--- src/sv/kdlp_pkg.sv ---
// Types and constants of the key debounce and long-press unit.
package kdlp_pkg;

  localparam logic OP_POLL = 1'b0;
  localparam logic OP_READ = 1'b1;

  localparam int CFG_IDX_W = 2;
  localparam int CFG_DATA_W = 16;
  localparam logic [CFG_IDX_W-1:0] CFG_DEBOUNCE = 2'd0;
  localparam logic [CFG_IDX_W-1:0] CFG_LONG_PRESS = 2'd1;
  localparam logic [CFG_IDX_W-1:0] CFG_IDLE_CODE = 2'd2;

  localparam logic [15:0] DEBOUNCE_RST = 16'd500;
  localparam logic [15:0] LONG_PRESS_RST = 16'd1000;
  localparam logic [2:0] IDLE_CODE_RST = 3'd7;

  typedef struct packed {
    logic        operation;
    logic [2:0]  key_lines;
    logic [31:0] now_ms;
  } item_t;

  typedef struct packed {
    logic [2:0] key_code;
    logic       long_pressed;
  } result_t;

  typedef struct packed {
    logic [15:0] debounce_ms;
    logic [15:0] long_press_ms;
    logic [2:0]  idle_code;
  } cfg_t;

endpackage

--- src/sv/key_debounce_long_press_unit.sv ---
// Top level of the key debounce and long-press unit.
// Takes one word per cycle: polls carry the key pin levels and the millisecond
// time, reads return the reported key code and the long-press flag. A word
// accepted at a clock edge is held in the input register and is applied to the
// press state at the edge where it leaves that register; a read's result is
// loaded into the output register at that same edge.
// The input stalls only while a read in the input register finds the output
// register holding a word that is not taken; any word offered behind it waits.
module key_debounce_long_press_unit (
  input  logic                            clk,
  input  logic                            rst_n,
  input  logic                            cfg_we,
  input  logic [kdlp_pkg::CFG_IDX_W-1:0]  cfg_index,
  input  logic [kdlp_pkg::CFG_DATA_W-1:0] cfg_wdata,
  input  logic                            in_valid,
  output logic                            in_ready,
  input  logic                            in_operation,
  input  logic [2:0]                      in_key_lines,
  input  logic [31:0]                     in_now_ms,
  output logic                            out_valid,
  input  logic                            out_ready,
  output logic [2:0]                      out_key_code,
  output logic                            out_long_pressed
);

  kdlp_pkg::cfg_t    cfg;
  kdlp_pkg::item_t   in_item;
  kdlp_pkg::item_t   item;
  kdlp_pkg::result_t res;
  kdlp_pkg::result_t out_res;
  logic              out_free;
  logic              fire;
  logic              res_valid;

  assign in_item.operation = in_operation;
  assign in_item.key_lines = in_key_lines;
  assign in_item.now_ms = in_now_ms;

  kdlp_cfg_regs u_cfg (
    .clk       (clk),
    .rst_n     (rst_n),
    .cfg_we    (cfg_we),
    .cfg_index (cfg_index),
    .cfg_wdata (cfg_wdata),
    .cfg       (cfg)
  );

  kdlp_in_stage u_in (
    .clk      (clk),
    .rst_n    (rst_n),
    .in_valid (in_valid),
    .in_ready (in_ready),
    .in_item  (in_item),
    .out_free (out_free),
    .fire     (fire),
    .item     (item)
  );

  kdlp_core u_core (
    .clk       (clk),
    .rst_n     (rst_n),
    .cfg       (cfg),
    .fire      (fire),
    .item      (item),
    .res_valid (res_valid),
    .res       (res)
  );

  kdlp_out_reg u_out (
    .clk       (clk),
    .rst_n     (rst_n),
    .res_valid (res_valid),
    .res       (res),
    .out_free  (out_free),
    .out_valid (out_valid),
    .out_ready (out_ready),
    .out_res   (out_res)
  );

  assign out_key_code = out_res.key_code;
  assign out_long_pressed = out_res.long_pressed;

endmodule

--- src/sv/kdlp_cfg_regs.sv ---
// Configuration registers of the key debounce unit.
module kdlp_cfg_regs (
  input  logic                               clk,
  input  logic                               rst_n,
  input  logic                               cfg_we,
  input  logic [kdlp_pkg::CFG_IDX_W-1:0]     cfg_index,
  input  logic [kdlp_pkg::CFG_DATA_W-1:0]    cfg_wdata,
  output kdlp_pkg::cfg_t                     cfg
);

  kdlp_pkg::cfg_t cfg_r;
  kdlp_pkg::cfg_t cfg_nxt;

  always_comb begin
    cfg_nxt = cfg_r;
    if (cfg_we) begin
      case (cfg_index)
        kdlp_pkg::CFG_DEBOUNCE:   cfg_nxt.debounce_ms = cfg_wdata;
        kdlp_pkg::CFG_LONG_PRESS: cfg_nxt.long_press_ms = cfg_wdata;
        kdlp_pkg::CFG_IDLE_CODE:  cfg_nxt.idle_code = cfg_wdata[2:0];
        default:                  cfg_nxt = cfg_r;
      endcase
    end
  end

  always_ff @(posedge clk) begin
    if (!rst_n) begin
      cfg_r.debounce_ms <= kdlp_pkg::DEBOUNCE_RST;
      cfg_r.long_press_ms <= kdlp_pkg::LONG_PRESS_RST;
      cfg_r.idle_code <= kdlp_pkg::IDLE_CODE_RST;
    end else begin
      cfg_r <= cfg_nxt;
    end
  end

  assign cfg = cfg_r;

endmodule

--- src/sv/kdlp_in_stage.sv ---
// Input register of the key debounce unit.
module kdlp_in_stage (
  input  logic            clk,
  input  logic            rst_n,
  input  logic            in_valid,
  output logic            in_ready,
  input  kdlp_pkg::item_t in_item,
  input  logic            out_free,
  output logic            fire,
  output kdlp_pkg::item_t item
);

  logic            in_v_r;
  kdlp_pkg::item_t item_r;
  logic            advance;

  // A poll never needs the output register, so only a read can stall.
  assign advance = (item_r.operation != kdlp_pkg::OP_READ) || out_free;
  assign fire = in_v_r && advance;
  assign in_ready = !in_v_r || advance;

  always_ff @(posedge clk) begin
    if (!rst_n) begin
      in_v_r <= 1'b0;
    end else if (in_ready) begin
      in_v_r <= in_valid;
    end
  end

  always_ff @(posedge clk) begin
    if (in_valid && in_ready) begin
      item_r <= in_item;
    end
  end

  assign item = item_r;

endmodule

--- src/sv/kdlp_core.sv ---
// Press state and its update for each word taken from the input register.
module kdlp_core (
  input  logic              clk,
  input  logic              rst_n,
  input  kdlp_pkg::cfg_t    cfg,
  input  logic              fire,
  input  kdlp_pkg::item_t   item,
  output logic              res_valid,
  output kdlp_pkg::result_t res
);

  logic        active_r, active_nxt;
  logic        long_r, long_nxt;
  logic [2:0]  latched_r, latched_nxt;
  logic [2:0]  reported_r, reported_nxt;
  logic [31:0] start_r, start_nxt;
  logic [31:0] elapsed;

  assign elapsed = item.now_ms - start_r;

  always_comb begin
    active_nxt = active_r;
    long_nxt = long_r;
    latched_nxt = latched_r;
    reported_nxt = reported_r;
    start_nxt = start_r;
    if (fire) begin
      if (item.operation == kdlp_pkg::OP_READ) begin
        if (reported_r != cfg.idle_code) begin
          active_nxt = 1'b0;
          long_nxt = 1'b0;
          reported_nxt = cfg.idle_code;
        end
      end else if (active_r) begin
        if (item.key_lines == cfg.idle_code) begin
          if (long_r) begin
            active_nxt = 1'b0;
            long_nxt = 1'b0;
            reported_nxt = cfg.idle_code;
          end else begin
            reported_nxt = latched_r;
            if (elapsed > {16'd0, cfg.debounce_ms}) begin
              active_nxt = 1'b0;
            end
          end
        end else if (elapsed > {16'd0, cfg.long_press_ms}) begin
          long_nxt = 1'b1;
        end
      end else begin
        latched_nxt = item.key_lines;
        if (item.key_lines != cfg.idle_code) begin
          active_nxt = 1'b1;
          long_nxt = 1'b0;
          start_nxt = item.now_ms;
        end
      end
    end
  end

  always_ff @(posedge clk) begin
    if (!rst_n) begin
      active_r <= 1'b0;
      long_r <= 1'b0;
      latched_r <= kdlp_pkg::IDLE_CODE_RST;
      reported_r <= kdlp_pkg::IDLE_CODE_RST;
      start_r <= 32'd0;
    end else begin
      active_r <= active_nxt;
      long_r <= long_nxt;
      latched_r <= latched_nxt;
      reported_r <= reported_nxt;
      start_r <= start_nxt;
    end
  end

  assign res_valid = fire && (item.operation == kdlp_pkg::OP_READ);
  assign res.key_code = reported_r;
  assign res.long_pressed = long_r;

endmodule

--- src/sv/kdlp_out_reg.sv ---
// Output register that holds a result word until it is taken.
module kdlp_out_reg (
  input  logic              clk,
  input  logic              rst_n,
  input  logic              res_valid,
  input  kdlp_pkg::result_t res,
  output logic              out_free,
  output logic              out_valid,
  input  logic              out_ready,
  output kdlp_pkg::result_t out_res
);

  logic              out_v_r;
  kdlp_pkg::result_t res_r;

  assign out_free = !out_v_r || out_ready;

  always_ff @(posedge clk) begin
    if (!rst_n) begin
      out_v_r <= 1'b0;
    end else if (res_valid) begin
      out_v_r <= 1'b1;
    end else if (out_ready) begin
      out_v_r <= 1'b0;
    end
  end

  always_ff @(posedge clk) begin
    if (res_valid) begin
      res_r <= res;
    end
  end

  assign out_valid = out_v_r;
  assign out_res = res_r;

endmodule

--- config.mk ---
export PLATFORM = sky130hd
export DESIGN_NAME = key_debounce_long_press_unit
export DESIGN_NICKNAME = d
export VERILOG_FILES = /design/src/sv/kdlp_pkg.sv /design/src/sv/key_debounce_long_press_unit.sv /design/src/sv/kdlp_cfg_regs.sv /design/src/sv/kdlp_in_stage.sv /design/src/sv/kdlp_core.sv /design/src/sv/kdlp_out_reg.sv
export SDC_FILE = /design/constraint.sdc
export NUM_CORES = 1
export LEC_CHECK = 0
export ABC_AREA = 1
export CORE_MARGIN = 2
export CORE_UTILIZATION = 65
export DETAILED_ROUTE_END_ITERATION = 12
export DONT_BUFFER_PORTS = 1
export PLACE_DENSITY = 0.81
export SLEW_MARGIN = 10
export SYNTH_ARGS = -nofsm -noshare
export SYNTH_HDL_FRONTEND = slang
export SYNTH_SLANG_ARGS = --single-unit
--- constraint.sdc ---
create_clock -name clk -period 2.8 [get_ports clk]
set_input_delay 0.42 -clock clk [delete_from_list [all_inputs] [get_ports clk]]
set_output_delay 0.42 -clock clk [all_outputs]
set_load 0.02 [all_outputs]
# Word level (Yosys, flattened, before mapping)
# Index checks and enable logic that the tools add are counted.
[totals] regBits=117 elab_cells=67
[classes] add_sub_neg=1 magnitude_cmp=2 eq_ne=7 muxes=19 n_bitwise=2 reduce_logical=21
[ops] operator="$gt 32x16->1" count=2
[ops] operator="$sub 32x32->32" count=1
[ops] operator="$mux 3" count=5
[ops] operator="$mux 1" count=14
[ops] operator="$reduce_and 4->1" count=3
[ops] operator="$reduce_and 2->1" count=4
[ops] operator="$ne 3x3->1" count=2
[ops] operator="$reduce_bool 2->1" count=3
[ops] operator="$ne 4x4->1 const B" count=1
[ops] operator="$eq 3x3->1" count=1
[ops] operator="$logic_and 1x1->1" count=3
[ops] operator="$logic_or 1x1->1" count=3
[ops] operator="$reduce_and 3->1" count=1
[ops] operator="$reduce_bool 3->1" count=1
[ops] operator="$eq 2x1->1 const B" count=1
[ops] operator="$eq 2x2->1 const B" count=1
[ops] operator="$logic_not 1->1" count=2
[ops] operator="$logic_not 2->1" count=1
[ops] operator="$ne 2x1->1 const B" count=1
[ops] operator="$not 1->1" count=2

# Depth between registers and ports, before layout
[logic_depth] depth_word=7 depth_mapped=21

# Cells and area by module
# A second synthesis with hierarchy kept.
[unflattened] cells_unflattened=1145 hier_area_um2=7796.2
[modules_own_cells] module="kdlp_core" instances=1 cells_each=891 area_each_um2=5041.1 seq_area_each_um2=800.8
[modules_own_cells] module="kdlp_cfg_regs" instances=1 cells_each=199 area_each_um2=1442.6 seq_area_each_um2=700.7
[modules_own_cells] module="kdlp_in_stage" instances=1 cells_each=45 area_each_um2=1146.1 seq_area_each_um2=1101.1
[modules_own_cells] module="kdlp_out_reg" instances=1 cells_each=10 area_each_um2=166.4 seq_area_each_um2=140.1

# Least setup slack after synthesis
# Ideal clock, no wire load.
[synth_path] path_type="reg-to-reg" startpoint="register u_in.item_r (netlist bit u_in.item[0])" endpoint="register u_core.active_r" setup_ns=0.066 t_arrival_ns=2.544 required_time_ns=2.734 slack_ns=0.190 path_stages_with_launch=19 path_buffers=0 period_less_slack_ns=2.610 cell_sequence="edfxtp_1 > inv_1 > ha_1 > fa_1 > nor2_1 > or2_1 > nand2_1 > nand2_1 > xor2_1 > ha_1 > nand4_1 > a31oi_1 > nor4_1 > nand2_1 > a21oi_1 > nand3_1 > nand2_1 > nand2_1 > a21oi_2"
[synth_between] elab_chain_cells=7
[synth_rtl] element="start: declaration" line_no="kdlp_in_stage.sv:14" rtl="kdlp_pkg::item_t item_r;"
[synth_rtl] element="start signal: assignment" line_no="kdlp_in_stage.sv:32" rtl="item_r <= in_item;"
[synth_rtl] element="$sub 32x32->32" line_no="kdlp_core.sv:19" rtl="assign elapsed = item.now_ms - start_r;"
[synth_rtl] element="$gt 32x16->1" line_no="kdlp_core.sv:42" rtl="if (elapsed > {16'd0, cfg.debounce_ms}) begin"
[synth_rtl] element="$mux 1" line_no="kdlp_core.sv:42"
[synth_rtl] element="$mux 1" line_no="kdlp_core.sv:36" rtl="if (long_r) begin"
[synth_rtl] element="$mux 1" line_no="kdlp_core.sv:35" rtl="if (item.key_lines == cfg.idle_code) begin"
[synth_rtl] element="$mux 1" line_no="kdlp_core.sv:34" rtl="end else if (active_r) begin"
[synth_rtl] element="$mux 1" line_no="kdlp_core.sv:28" rtl="if (item.operation == kdlp_pkg::OP_READ) begin"
[synth_rtl] element="end signal: assignment" line_no="kdlp_core.sv:68" rtl="active_r <= active_nxt;"
[synth_rtl] element="end: declaration" line_no="kdlp_core.sv:12" rtl="logic active_r, active_nxt;"
# No other way between the ends.
# A chain may end at the register's enable or synchronous reset.

# Worst setup path after layout
[layout_path] startpoint="register u_in.item_r (netlist bit u_in.item[8])" endpoint="register u_core.active_r"
# The elaborated chain is that of the path after synthesis.

==> summary.md <==
| Metric | Value |
|---|---|
| Crit end category | `flip-flop` |
| PnR worst setup slack | `-0.310 ns` |
| Layout-stage area growth over the synthesis result | `24.8%` |
| Share of synthesized flip-flops with an asynchronous set or reset | `0%` |
| Cells on worst reg2reg path | `19` |
| Worst Setup EP | `u_core.active_r` |
| Skew final | `0.00689 ns` |
| Effective utilization at floorplan | `65.8%` |
| Final slew viol count | `0` |
| Post-synthesis cell count | `1054` |
| Average via count per standard cell | `5.43` |
| Distinct cell type count of the synthesized netlist | `37` |
| Largest cells by area after synthesis | `sky130_fd_sc_hd__dfxtp_1, sky130_fd_sc_hd__edfxtp_1, sky130_fd_sc_hd__nand2_1, sky130_fd_sc_hd__ha_1, sky130_fd_sc_hd__inv_1` |
| Vias in the first global route | `6804` |
| Status | `complete, but fails checks` |
| Post-route DRC | `0` |
| Number of antenna violations at the first check in global routing | `1` |
| Clock tree from TritonCTS | `done` |
| Estimated wirelength of the detail-placed design | `13100 um` |
| Sequential share of power | `34.5%` |
| Number of warning messages in the yosys log | `0` |
| Fraction of the yosys area taken by sequential cells | `37.0%` |
| Hold slack | `0.0880 ns` |
| CTS HTree Levels | `4` |
| Final Net Count | `1257` |
| Wire length of the first global-routing pass | `30600 um` |
| Routed Antenna Nets | `0` |
| Leftover overflow at the end of global routing | `0` |
| Master cell of the clock root buffer | `sky130_fd_sc_hd__clkbuf_16` |
| Placed Instances | `1239` |
| Number of synthesized flops with an enable pin | `40` |
| Slew @ Worst Pin | `0.603 ns` |
| Synth Register Bits | `117` |
| Mean routed wirelength per cell | `15.2 um` |
| Final Non-Filler Cells | `1291` |
| Max FO, Critical Path | `4` |
| Clock buffer depth | `2` |
| Total power divided by cell area | `594 nW/um^2` |
| Clock insertion delay at the later pin of the skew report | `0.42 ns` |
| Largest net degree at the start of global routing | `77` |
| Worst reg2reg startpoint | `u_in.item[8]` |
| Fraction of power consumed by combinational cells | `26.6%` |
| Start point of the critical path | `u_in.item[8]` |
| Rows | `39` |
| Fraction of post-synthesis cell area in the top cell type by area | `20.8%` |
| Total Wirelength | `19600 um` |
| Setup TNS after final layout | `-0.406 ns` |
| Worst setup path category | `flip-flop to flip-flop` |
| Clock-pin transition on the worst setup and hold timing paths | `0.06 ns` |
| First-pass DRT Iterations | `5` |
| Count of port buffers added during placement | `0` |
| Number of failing setup endpoints in the final timing report | `2` |
| Failing checks | `negative setup slack` |
| Peak supply drop | `0.000737 V` |
| Weighted congestion at the end of routability-driven global placement | `0.911` |
| Total I/O pin count | `65` |
| Cells on Worst Hold Path | `0` |
| Data arrival time of the critical path | `3.47 ns` |
| Clock tree sinks | `117` |
| Slowest-stage cell, CP | `sky130_fd_sc_hd__edfxtp_1` |
| Final critical delay including setup and external delays | `3.11 ns` |
| Tcrit/Tclk final | `111%` |
| Reported max-cap violation count | `0` |
| Proportion of layout cells with a drive suffix above 1 | `20.6%` |
| Number of buffers inserted during clock tree synthesis | `17` |
| Placeable core region | `11300 sq um` |
| Mean cell area of the mapped netlist | `7.04 sq um` |
| Switching Fraction | `30.6%` |
| Cells along the critical path | `ha_4, nand2_2, nand2_2, nand2_2, nand2_2, nand3b_1, xor2_2, ha_1, nand2_1, inv_2, nand3_2, a31oi_4, nor4_2, nand2_1, a21oi_2, nand3_1, nand2_1, nand2_1, a21oi_2` |
| Maximum cell stage delay along the critical path | `0.43 ns` |
| Sw power | `0.00168 W` |
| Critical path required time | `3.16 ns` |
| Startpoint types | `flip-flop` |
| Via total after detailed routing | `7015` |
| Endpoint of the worst register-to-register path | `u_core.active_r` |
| Fill cell total of the finished layout | `729` |
| Summed instance area of the synthesized netlist | `7420 sq um` |
| Iteration-0 DRC count of the detailed router | `527` |
| Largest area contributor in the netlist | `sky130_fd_sc_hd__dfxtp_1` |
| Chip width | `111 um` |
| Relative slew margins | `59.5%` |
| Aggregate global-route resource usage | `31.0%` |
| Final hold violation count | `0` |
| Min-delay src | `in_now_ms[4]` |
| Internal Pwr Total | `0.00382 W` |
| Highest attainable clock frequency | `0.322 GHz` |
| Kind of path behind the tightest hold check | `primary input to flip-flop` |
| Worst slack, placed | `-0.148 ns` |
| Power share of the clock group | `38.8%` |
| Floorplan die area | `12300 sq um` |
| Minimum setup slack among reg-to-reg paths | `-0.31 ns` |
| Die Span Y | `111 um` |
| Nets in the synthesized netlist | `1177` |
| RSZ-0062 raised after global routing | `yes` |
| Prevailing post-synth register cell | `sky130_fd_sc_hd__dfxtp_1` |
| Reported leakage power | `4.51 nW` |
==> layout make-up <==
type,count,area (sq um),area share [%]
antenna,1,2.50,0.0270
inverter,218,821,8.86
multi-input combinational,699,4320,46.6
timing repair buffer,81,612,6.61
sequential,117,2740,29.6
clock inverter,11,93.8,1.01
tap,143,179,1.93
clock buffer,21,493,5.32
==> cell usage after synthesis (all sizes together) (3+ instances only) <==
cell type / number
nand4: 13
nand3: 37
xor2: 14
nor3: 10
ha: 63
nand2: 309
nor2: 62
nand3b: 3
xnor2: 5
dfxtp: 77
a21oi: 85
nor4: 3
o21ai: 60
clkbuf: 20
edfxtp: 40
o211ai: 17
and2: 5
inv: 216
==> worst min path at each step <==
stage                          end  slack (ns)
3_3_place_gp    u_core.start_r[12]        0.44
6_report              u_in.item[4]        0.09
2_1_floorplan  u_core.latched_r[0]        0.43
5_1_grt               u_in.item[4]        0.08
4_1_cts               u_in.item[5]        0.08
3_5_place_dp    u_core.start_r[25]        0.45
==> layer usage <==
layer	GRT usage, %	part of all wire (%)
met5	0	0
met4	11.3	3.0
met3	7.16	5.4
met2	55.6	50
met1	36.3	41
==> per-stage QoR <==
| stage | cell area, sq um | utilization, % | power [W] |
|---|---|---|---|
| global route | 9260 | 82.1 | 0.00574 |
| detailed placement | 7990 | 70.9 | 0.00308 |
| finish | 9260 | 82.1 | 0.00550 |
| global placement | 7990 | 70.9 | 0.00304 |
| floorplan | 7420 | - | 0.00272 |
| CTS | 8920 | 79.2 | 0.00531 |
==> cells by family after synthesis <==
| logic type | count (synthesis) | share of synthesized area, % |
|---|---|---|
| AOI/OAI and AO/OA | 171 | 12.5 |
| xor gates and xnor gates | 19 | 2.24 |
| adders and majority gates | 64 | 10.9 |
| buffers and inverters | 238 | 12.0 |
| DFF | 117 | 37.0 |
| and+or+nand+nor | 445 | 25.3 |
==> flip-flops by register name, indices dropped and copies added, names as in the netlist <==
name	count
u_core.start_r	32
u_cfg.cfg	35
u_core.reported_r	3
u_core.latched_r	3
u_core.active_r	1
u_in.item	36
u_core.long_r	1
u_out.out_valid	1
u_in.in_v_r	1
u_out.out_res	4
==> timing repair <==
| action | 4_1_cts | 5_1_grt |
|---|---|---|
| setup endpoints to repair | 2 | 2 |
| setup buffers | 6 | 13 |
| hold buffers | 0 | 0 |
| resized for setup | 48 | 60 |
| pin swaps | 24 | 58 |
==> cells in the final DEF, fill, tap and decap left out, types with 8 or more instances in the layout <==
cell type,instances
sky130_fd_sc_hd__ha_4,17
sky130_fd_sc_hd__nand2_1,266
sky130_fd_sc_hd__a21oi_2,8
sky130_fd_sc_hd__buf_4,80
sky130_fd_sc_hd__nand3_1,32
sky130_fd_sc_hd__inv_1,201
sky130_fd_sc_hd__inv_2,14
sky130_fd_sc_hd__a21oi_1,77
sky130_fd_sc_hd__nor2_2,12
sky130_fd_sc_hd__o21ai_0,58
sky130_fd_sc_hd__nand2_4,8
sky130_fd_sc_hd__nand4_1,13
sky130_fd_sc_hd__ha_1,46
sky130_fd_sc_hd__dfxtp_1,77
sky130_fd_sc_hd__nand2_2,35
sky130_fd_sc_hd__edfxtp_1,40
sky130_fd_sc_hd__nor2_1,47
sky130_fd_sc_hd__clkbuf_16,19
sky130_fd_sc_hd__o211ai_1,17
sky130_fd_sc_hd__xor2_2,8
==> power by group through the flow <==
stage | Sequential (W) | Combinational (W) | Clock (W)
final | 0.00190 | 0.00147 | 0.00214
after global routing | 0.00191 | 0.00161 | 0.00222
after global placement | 0.00192 | 0.00112 | 0
after detailed placement | 0.00193 | 0.00115 | 0
after CTS | 0.00190 | 0.00126 | 0.00215
after floorplan | 0.00192 | 0.000808 | 0
==> worst max-delay path: cells and delay by family, from the launching register on <==
kind | cells | cell delay, ns
DFF | 1 | 0.43
xor gates and xnor gates | 1 | 0.23
adders and majority gates | 2 | 0.64
AOI/OAI and AO/OA | 3 | 0.36
buffers and inverters | 1 | 0.06
and+or+nand+nor | 12 | 1.31
Note: power is estimated with default switching activity, not from simulation.
